==> src/rtl/core/bmf_pkg.sv <==
`timescale 1ns / 1ps
// ----------------------------------------------------------------------------
// Box mean filter package
// Shared constants, register codes and the types passed between the front
// part, the job queue and the back part of the box mean filter.
// ----------------------------------------------------------------------------
package bmf_pkg;

   localparam int MAX_WIDTH_DEF  = 1024;
   localparam int MAX_WINDOW_DEF = 31;
   localparam int MAX_ROWS       = 4096;
   localparam int QUEUE_DEPTH    = 4;
   localparam int DIV_STEPS      = 26;

   localparam logic [2:0] REG_IMAGE_WIDTH   = 3'd0;
   localparam logic [2:0] REG_IMAGE_HEIGHT  = 3'd1;
   localparam logic [2:0] REG_WINDOW_HEIGHT = 3'd2;
   localparam logic [2:0] REG_WINDOW_WIDTH  = 3'd3;
   localparam logic [2:0] REG_BORDER_VALUE  = 3'd4;

   localparam logic ACT_PIXEL = 1'b0;

   typedef struct packed {
      logic [10:0] width;
      logic [12:0] height;
      logic [3:0]  half_h;
      logic [3:0]  half_w;
      logic [7:0]  border;
      logic [12:0] border_col;
      logic [9:0]  area;
   } cfg_type;

   typedef struct packed {
      logic [11:0] row;
      logic [10:0] c_lo;
      logic [10:0] c_hi;
   } job_type;

   typedef struct packed {
      logic        en;
      logic [10:0] col;
      logic [12:0] data;
   } csum_wr_type;

   typedef enum logic [2:0] {
      F_IDLE,
      F_READ,
      F_SETTLE,
      F_DONE,
      F_WAIT
   } front_state_type;

   typedef enum logic [2:0] {
      B_IDLE,
      B_SUM,
      B_SETTLE,
      B_DIV,
      B_PUT
   } back_state_type;

endpackage

==> src/rtl/core/bmf_queue.sv <==
`timescale 1ns / 1ps
// ----------------------------------------------------------------------------
// Box mean filter job queue
// A short first-in first-out queue of emission jobs between the front and
// the back part.
// ----------------------------------------------------------------------------
module bmf_queue import bmf_pkg::*; (
   input  logic    clock,
   input  logic    reset,
   input  logic    push,
   input  job_type push_data,
   output logic    push_ready,
   input  logic    pop,
   output logic    pop_valid,
   output job_type pop_data,
   output logic    empty
);

   localparam int PTR_W = $clog2(QUEUE_DEPTH);
   localparam int CNT_W = $clog2(QUEUE_DEPTH + 1);

   job_type            slot_ff [QUEUE_DEPTH];
   logic [PTR_W-1:0]   wr_ptr_ff, wr_ptr_in;
   logic [PTR_W-1:0]   rd_ptr_ff, rd_ptr_in;
   logic [CNT_W-1:0]   count_ff, count_in;
   logic               do_push;
   logic               do_pop;

   always_comb begin
      push_ready = count_ff != CNT_W'(QUEUE_DEPTH);
      pop_valid  = count_ff != '0;
      empty      = !pop_valid;
      pop_data   = slot_ff[rd_ptr_ff];
      do_push    = push && push_ready;
      do_pop     = pop && pop_valid;
      wr_ptr_in  = do_push ? PTR_W'((CNT_W + 1)'(wr_ptr_ff) + 1'b1) : wr_ptr_ff;
      rd_ptr_in  = do_pop ? PTR_W'((CNT_W + 1)'(rd_ptr_ff) + 1'b1) : rd_ptr_ff;
      count_in   = count_ff + CNT_W'(do_push) - CNT_W'(do_pop);
   end

   always_ff @(posedge clock) begin
      if (reset) begin
         wr_ptr_ff <= '0;
         rd_ptr_ff <= '0;
         count_ff  <= '0;
      end else begin
         wr_ptr_ff <= wr_ptr_in;
         rd_ptr_ff <= rd_ptr_in;
         count_ff  <= count_in;
      end
      if (do_push) begin
         slot_ff[wr_ptr_ff] <= push_data;
      end
   end

endmodule

==> config.mk <==
export PLATFORM = sky130hd
export DESIGN_NAME = bmf_queue
export DESIGN_NICKNAME = d
export VERILOG_FILES = /design/src/rtl/core/bmf_pkg.sv /design/src/rtl/core/bmf_queue.sv
export SDC_FILE = /design/constraint.sdc
export NUM_CORES = 1
export LEC_CHECK = 0
export ABC_AREA = 1
export BUFFER_PORTS_ARGS = -buffer_cell sky130_fd_sc_hd__buf_2
export CORE_ASPECT_RATIO = 1.25
export CORE_MARGIN = 10
export CORE_UTILIZATION = 45
export DETAILED_ROUTE_END_ITERATION = 12
export MAX_ROUTING_LAYER = met4
export SLEW_MARGIN = 20
export SYNTH_ARGS = -nofsm -noshare
export SYNTH_HDL_FRONTEND = slang
export SYNTH_SLANG_ARGS = --single-unit
==> constraint.sdc <==
create_clock -name clock -period 7.3 [get_ports clock]
set_input_delay 0.365 -clock clock [delete_from_list [all_inputs] [get_ports clock]]
set_output_delay 0.365 -clock clock [all_outputs]
set_load 0.005 [all_outputs]
* Word level (Yosys, flattened, before mapping) *
Memories as Yosys holds them, arrays and structs flattened. A register that Yosys moved wholly into a read port is not among the register bits.
Cells that the tools add are included.

word-level totals
  bits in registers = 7
  bits in writable memories = 136
  bits of input ports = 38
  output and inout port bits = 37
  word-level logic and storage cells = 17
  memories kept = 1

memory list
  name     words  bits a word  rd ports  clocked after Yosys merged registers in  wr ports  line             source
  slot_ff  4      34           1         1                                        1         bmf_queue.sv:22  job_type slot_ff [QUEUE_DEPTH];

operators by class
  add/sub/neg operators = 4
  equal/unequal tests = 1
  muxes and demuxes = 4
  reduce and logical (&&, ||, !) cells = 4

operators with widths
  cell                                           number
  adder 2 x 1 -> 2 bit (second input constant)   2
  2-to-1 mux 2 bit                               2
  adder 3 x 1 -> 3 bit                           1
  inequality test 3 bit (second input constant)  1
  nonzero test 3 bit                             1
  subtractor 3 x 1 -> 3 bit                      1
  logical AND 1 bit                              2
  2-to-1 mux 1 bit                               2
  zero test 1 bit                                1

* Logic depth before layout (Yosys ltp) *
Gate-level depths: netlist of run 1.

  depth after elaboration = 4
  depth in mapped cells = 11
  gate-level depth less buffers = 11

* Worst setup path before layout of run 1 *
OpenSTA, ideal clock, no wires.

  path kind = register -> register
  from = register count_ff[1]
  to = memory slot_ff[0][0] (netlist name), enable pin
  setup time = 0.425 ns
  arrival = 2.183 ns
  data required time = 6.875 ns
  setup slack = 4.692 ns
  stages on the path, launching flop included = 5
  buffers on the path = 0
  period minus slack after synthesis = 2.608 ns
  cells stage by stage = dfxtp_1 -> nor2_1 -> nand2_1 -> nand2_1 -> nor2_1

on the way
  longest elaborated chain between the ends = 4

ends and longest elaborated chain
  what                                    line             source
  start, declared                         bmf_queue.sv:25  logic [CNT_W-1:0] count_ff, count_in;
  start signal, assigned                  bmf_queue.sv:49  count_ff <= count_in;
  inequality test 3 bit                   bmf_queue.sv:30  push_ready = count_ff != CNT_W'(QUEUE_DEPTH);
  named net push_ready                    bmf_queue.sv:12  output logic push_ready,
  logical AND 1 bit                       bmf_queue.sv:34  do_push = push && push_ready;
  2-to-1 mux 1 bit                        bmf_queue.sv:51  if (do_push) begin
  2-to-1 mux 1 bit (not written as such)  bmf_queue.sv:52  slot_ff[wr_ptr_ff] <= push_data;
  end, declared                           bmf_queue.sv:22

The timed path passes the listed nets, and every way through them passes these cells.

==> impl_results.md, run 1 <==
* Combinational family with the most area after synthesis: compound AO/OA/AOI/OAI gates
* Area grow syn2layout at 20.2%
* Pwr dens at 356 nW/um2
* Slew Viols, Final at 0
* Leakage at 0.00245 uW
* CTS root buffer: clkbuf_16
* R2R depth at 10
* Xor and xnor area share after synthesis at 0%
* R2r setup slk at 5050 ps
* Fin crit share at 36.4%
* Vias in the first global route at 3,573
* Die width at 121 um
* Max Root-Sink Buffers at 2
* Post-Place Cells at 620
* Final WL at 11,300 um
* Hold path start: reset
* Routability cong. at 0.702
* Die Y at 146 um
* Post-DR wirelength/cell at 17.3 um
* VDD IR max at 0.201 mV
* Warnings from Yosys at 0
* Clk_lat worst skew at 400 ps
* Setup tns final at 0 ps
* Max Clk Rate at 377 MHz
* Avg Inst Size Synth at 14.5 um2
* DR vias at 3,358
* Finished Layout Cells at 655
* HPWL after DPL at 6570 um
* Synth Area in Simple Gates at 7.30%
* Fin util at 54.6%
* Outcome: finished clean
* ANT cells at 0
* Largest net degree at the start of global routing at 70
* Post-CTS Hold Buffers at 0
* Post-layout min period at 2650 ps
* Fin nets at 519
* GRT overflow at 0
* Yosys reg bits at 145
* Req. time, crit path at 6930 ps
* Synth Area in Compound Gates at 12.4%
* Reg-to-reg endpoint: count_ff[2]
* Core area at 12,600 um2
* Clock skew at 8.67 ps
* Resized cells post-CTS at 0
* Setup Fix Bufs, Post-CTS at 0
* # port buffers at 74
* Post-synthesis mux area share at 0%
* DIE AREA at 17,700 um2
* First-pass GRT wire length at 18,000 um
* Sequential fraction of the synthesis area at 74.4%
* Initial antenna violation count at 0
* Synth unique cells at 22
* Share of layout cells above drive strength 1 at 31.6%
* Post-route ant nets at 0
* Initial Util at 45.4%
* CTS Buf Count at 17
* Worst Hold Depth at 2
* Gr usage total at 13.4%
* Drt pass-1 iters at 5
* Hold EP: count_ff[0]
* RSZ-0062 raised after global routing: false
* CTS clk-pin slew, worst paths at 60 ps
* Num rows at 46
* Io pins at 75
* Max FO, Critical Path at 69
* Hold Vio Cnt, Final at 0
* CTS tree: yes
* WS Path Type: reg -> out
* Number of remaining DRC errors at 0
* CP Data Arrival Time at 2290 ps
* Reg2Reg Launch Point: count_ff[1]
* Setup crit end kind: output port
* Worst Max-Slew Pin Slew at 721 ps
* Synth Instances at 396
* Worst hold margin at 142 ps
* H-tree levels at 4
* Via density at 5.13
* Max_cap viols at 0
* Cell area after synthesis at 5730 um2
* Sink Count at 145
* Post-Syn Nets at 441
* Worst min path class: in -> reg
* CP Launch Type: flip-flop
* Layout filler cell count at 1,032
* DRT iter0 DRCs at 194
* Relative slew slack at 51.9%
* Setup violations, final at 0
* Adder-Cell Fraction of Synth Area at 1.66%
## metal layers
layer	vias to the layer above	track usage (%)	share of wire [%]
met3	15	3.63	4.1
met5	-	-	0
met4	0	5.99	1.6
met2	87	21.8	51
met1	1646	15.2	43
li1	1610	-	-
## power breakdown
| part | switching (uW) | leakage [uW] | internal [uW] |
|---|---|---|---|
| clock | 302 | 0.000285 | 567 |
| sequential | 26.4 | 0.00132 | 1010 |
| combinational | 343 | 0.000845 | 200 |
## sequential cells by signal, summed over array words and instances (netlist names), named ones only
register / flops
count_ff: 3
rd_ptr_ff: 2
slot_ff: 136
wr_ptr_ff: 2
## synthesized netlist by cell type
cell        n  area share [%]
buf_4       2            0.26
o22ai_1    14             1.5
clkbuf_2    2            0.17
ha_1        6             1.3
edfxtp_1  136              71
fa_1        1            0.35
buf_12      3             1.0
buf_2      12             1.0
nand2_1    12            0.79
dfxtp_1     9             3.1
a21oi_1     4            0.35
inv_6       1            0.15
o21ai_1     5            0.44
nor2_1     62             4.1
o21ai_0    64             5.6
inv_1      16             1.0
o22ai_2    20             4.4
buf_6       2            0.39
inv_2       1           0.065
nor2_2     20             2.2
nand3_1     3            0.26
a21boi_0    1            0.13
## worst max-delay path: stages (launching register included)
cell     delay (ps)
dfxtp_2         310
buf_4           530
inv_6           380
o21ai_0         320
o22ai_2         120
buf_2           140
## layout make-up
type	instances	area, um2	share of cell area [%]
clock buffer	20	437	6.34
clock inverter	12	165	2.40
timing repair buffer	80	480	6.98
sequential	145	4270	62.0
multi-input combinational	212	1250	18.2
inverter	18	72.6	1.05
tap	168	210	3.05
## per-stage QoR
stage | instance area (um2) | total power (uW) | setup slack [ps]
after floorplan | 5730 | 1410 | 4690
after CTS | 6810 | 2470 | 4620
after detailed placement | 6210 | 1600 | 5010
final | 6880 | 2450 | 4650
after global routing | 6880 | 2590 | 4470
after global placement | 6190 | 1590 | 5060
## cells by family (layout without fill, tap and decap cells)
logic type	Yosys count	in the layout
buffers and inverters	39	130
AO/OA/AOI/OAI	108	108
adder cells (fa/ha/maj)	7	7
AND/OR/NAND/NOR	97	97
flip-flops	145	145
## worst max-delay path by stage
stage                            from        endpoint  slack, ps  cells after the start
after floorplan           count_ff[1]   slot_ff[0][0]       4690                      4
after global placement    count_ff[1]  slot_ff[2][17]       5060                      4
after detailed placement  count_ff[1]  slot_ff[3][17]       5010                      4
after CTS                   flip-flop    pop_data[11]       4620                      5
after global routing        flip-flop    pop_data[11]       4470                      5
final                       flip-flop    pop_data[11]       4650                      5
## cells in the final DEF (no fill, tap or decap), types with 5 or more instances in the layout
| master | instances |
|---|---|
| buf_2 | 74 |
| clkbuf_16 | 17 |
| dfxtp_1 | 8 |
| edfxtp_1 | 136 |
| ha_1 | 6 |
| inv_1 | 16 |
| nand2_1 | 12 |
| nor2_1 | 58 |
| nor2_2 | 20 |
| o21ai_0 | 64 |
| o21ai_1 | 5 |
| o22ai_1 | 14 |
| o22ai_2 | 20 |
No activity file was read; power rests on OpenSTA's default activity.
==> inputs of run 2 (changes only) <==
--- a/config.mk
+++ b/config.mk
@@ -5,7 +5,7 @@
 export SDC_FILE = /design/constraint.sdc
 export NUM_CORES = 1
 export LEC_CHECK = 0
-export ABC_AREA = 1
+export ABC_AREA = 0
 export BUFFER_PORTS_ARGS = -buffer_cell sky130_fd_sc_hd__buf_2
 export CORE_ASPECT_RATIO = 1.25
 export CORE_MARGIN = 10
==> constraint.sdc (replaced) <==
create_clock -name clock -period 2.7 [get_ports clock]
set_input_delay 0.135 -clock clock [delete_from_list [all_inputs] [get_ports clock]]
set_output_delay 0.135 -clock clock [all_outputs]
set_load 0.005 [all_outputs]
==> run 2 against run 1 <==
Critical path depth is 6 higher. Synthesized cell count is 42% lower. Hold slack worse by 130 ps.
==> impl_results.md, run 2 <==
* Initial Util at 46.4% (+0.93 points)
* Synth top area cells: edfxtp_1 75%, mux4_2 9.1%, mux4_1 5.8%
* Post-layout min period at 2320 ps
* DRT iter0 DRCs at 85 (-56%)
* Post-route ant nets at 0 (unchanged)
* Routability cong. at 0.683 (-2.7%)
* Sink Count at 145 (unchanged)
* Area grow syn2layout at 28.5%
* CTS clk-pin slew, worst paths at 60 ps (about the same)
* Synth Instances at 230 (-42%)
* CP Data Arrival Time at 2650 ps (+360 ps)
* CP peak stage delay at 430 ps (-100 ps)
* Area share of the largest cell type after synthesis at 75.1% (+3.8 points)
* CP Launch Type: flip-flop
* Sw Pwr at 1600 uW (+140%)
* Most frequent cells in the layout: 136 x edfxtp_1, 74 x buf_2, 34 x dlygate4sd3_1
* Number of remaining DRC errors at 0 (unchanged)
* Gr usage total at 12.4% (-1.1 points)
* Setup violations, final at 0 (unchanged)
* Max_cap viols at 0 (unchanged)
* Max Clk Rate at 432 MHz
* Resized cells post-CTS at 0 (unchanged)
* Final WL at 9760 um (-14%)
* Vias in the first global route at 2,926 (-18%)
* Warnings from Yosys at 0 (unchanged)
* Largest regs: slot_ff (136), count_ff (3)
* HPWL after DPL at 6090 um (-7.4%)
* Synth unique cells at 26 (+18%)
* Clk_lat worst skew at 410 ps (about the same)
* Avg Inst Size Synth at 23.6 um2 (+63%)
* Most frequent cell after synthesis: edfxtp_1
* Fin crit share at 85.8%
* Hold Vio Cnt, Final at 0 (unchanged)
* Commonest non-fill, non-tap cell in the layout: edfxtp_1
* Setup Fix Bufs, Post-CTS at 0 (unchanged)
* Setup crit end kind: flip-flop
* Critical Path Source: count_ff[1]
* Synth Area in Compound Gates at 0.529% (-12 points)
* Pwr dens at 930 nW/um2 (+160%)
* Xor and xnor area share after synthesis at 0.322% (+0.32 points)
* Initial antenna violation count at 0 (unchanged)
* H-tree levels at 4 (unchanged)
* Die width at 118 um (-2.1%)
* Reg2Reg Launch Point: count_ff[1]
* Asr flop ratio synth at 0% (unchanged)
* Worst Max-Slew Pin Slew at 536 ps (-185 ps)
* Crit path max-delay cell type: dfxtp_1
* Post-Syn Nets at 275 (-38%)
* Largest Register: slot_ff
* Switch share at 24.6% (-2.8 points)
* WS Path Type: reg -> reg
* Via density at 4.95 (-3.5%)
* Most common library cells after synthesis: 136 x edfxtp_1, 22 x mux4_2, 12 x mux4_1
* First-pass GRT wire length at 15,600 um (-14%)
* Die Y at 143 um (-2.2%)
* Crit-path cells: nor2_1 -> a21boi_2 -> inv_1 -> ha_1 -> inv_1 -> ha_1 -> inv_1 -> fa_1 -> xor2_1 -> and2_1 -> nor3_1
* Top delay family on crit path: adder cells
* Post-synth EDFFs at 136 (unchanged)
* Yosys reg bits at 145 (unchanged)
* CTS tree: yes
* CTS root buffer: clkbuf_16
* Post-DR wirelength/cell at 18.4 um (+6.2%)
* DIE AREA at 16,900 um2 (-4.3%)
* Sequential fraction of the synthesis area at 78.4% (+4.0 points)
* Combinational family with the most area after synthesis: multiplexers
* Leakage at 0.00248 uW (+1.3%)
* Sequential share of power at 44.7% (+2.3 points)
* Adder-Cell Fraction of Synth Area at 1.75% (+0.089 points)
* Pint at 4900 uW (+180%)
* Share of layout cells above drive strength 1 at 39.5% (+7.8 points)
* Cell area after synthesis at 5440 um2 (-5.1%)
* Max FO, Critical Path at 7 (-90%)
* Hold path start: reset
* CTS Buf Count at 17 (unchanged)
* Setup tns final at 0 ps (unchanged)
* Outcome: finished clean
* Post-synth top flop: edfxtp_1
* Io pins at 75 (unchanged)
* Clk network pwr share at 34.4% (-1.0 points)
* Num rows at 44 (-4.3%)
* Slew Viols, Final at 0 (unchanged)
* GRT overflow at 0 (unchanged)
* Fin nets at 402 (-23%)
* RSZ-0062 raised after global routing: false
* Post-synthesis mux area share at 15.3% (+15 points)
* VDD IR max at 0.485 mV (+140%)
* Max reg flops at 136 (unchanged)
* Worst min path class: in -> reg
* Synth Area in Simple Gates at 1.96% (-5.3 points)
* Largest net degree at the start of global routing at 26 (-63%)
* Clock skew at 7.13 ps (-1.54 ps)
* Drt pass-1 iters at 4 (-1)
* Relative slew slack at 64.2% (+12 points)
* Worst hold margin at 14.9 ps (-128 ps)
* Worst path most repeated cell: inv_1
* Area leader, netlist: edfxtp_1
* WP buf/inv at 3 (unchanged)
* Combinational power share at 20.9% (-1.2 points)
* Core area at 11,700 um2 (-7.0%)
* ANT cells at 0 (unchanged)
* # port buffers at 74 (unchanged)
* Post-CTS Hold Buffers at 34 (+34)
* Req. time, crit path at 3030 ps (-3900 ps)
* DR vias at 2,628 (-22%)
* Max Root-Sink Buffers at 2 (unchanged)
## run 2: worst reg2reg max path, delay by kind of cell (launching register included)
family	cells	cell delay (ps)
flip-flops	1	430
AO/OA/AOI/OAI	1	290
XOR/XNOR	1	160
adder cells (fa/ha/maj)	3	780
AND/OR/NAND/NOR	3	400
buffers and inverters	3	190
## run 2: cells by family (layout without fill, tap and decap cells)
kind of cell | after synthesis | after routing
adders and majority gates | 7 | 7
and+or+nand+nor | 20 | 20
AOI/OAI and AO/OA | 4 | 4
DFF | 145 | 145
muxes | 36 | 36
xor gates and xnor gates | 2 | 2
buffers and inverters | 16 | 156
## run 2: path summary, 6_finish.rpt
| path | to | cells past startpoint | slack (ps) |
|---|---|---|---|
| max | count_ff[2] | 11 | 380 |
| min | count_ff[1] | 2 | 10 |
| max reg2reg | count_ff[2] | 11 | 380 |
| min reg2reg | flip-flop | 2 | 490 |
## run 2: final cells by class
class                   instances  area, um2
well taps                     161        201
flip-flops and latches        145       4270
multi-input cells              69       1080
inverters                       7       26.3
fillers                       871       4740
repair buffers                117        816
clock buffers                  24        546
clock inverters                 8       46.3
## run 2: per-stage QoR
stage	area (um2)	power, uW	utilization [%]	worst slack, ps	std cells
after floorplan	5440	3770	-	579	230
after global placement	6050	4300	51.6	440	465
after detailed placement	6050	4320	51.6	365	465
after CTS	6990	6600	59.6	353	531
after global routing	6990	6840	59.6	163	531
final	6990	6500	59.6	385	531
## run 2: power groups by stage
| stage | combinational, uW | sequential [uW] | clock (uW) |
|---|---|---|---|
| after floorplan | 892 | 2880 | 0 |
| after global placement | 1360 | 2940 | 0 |
| after detailed placement | 1360 | 2960 | 0 |
| after CTS | 1410 | 2910 | 2280 |
| after global routing | 1510 | 2940 | 2390 |
| final | 1360 | 2900 | 2240 |
## run 2: metal layers
metal,routed length [um],track usage (%)
met1,4200,14.3
met4,50,4.89
met3,409,3.98
met2,5100,19.7
met5,0,-
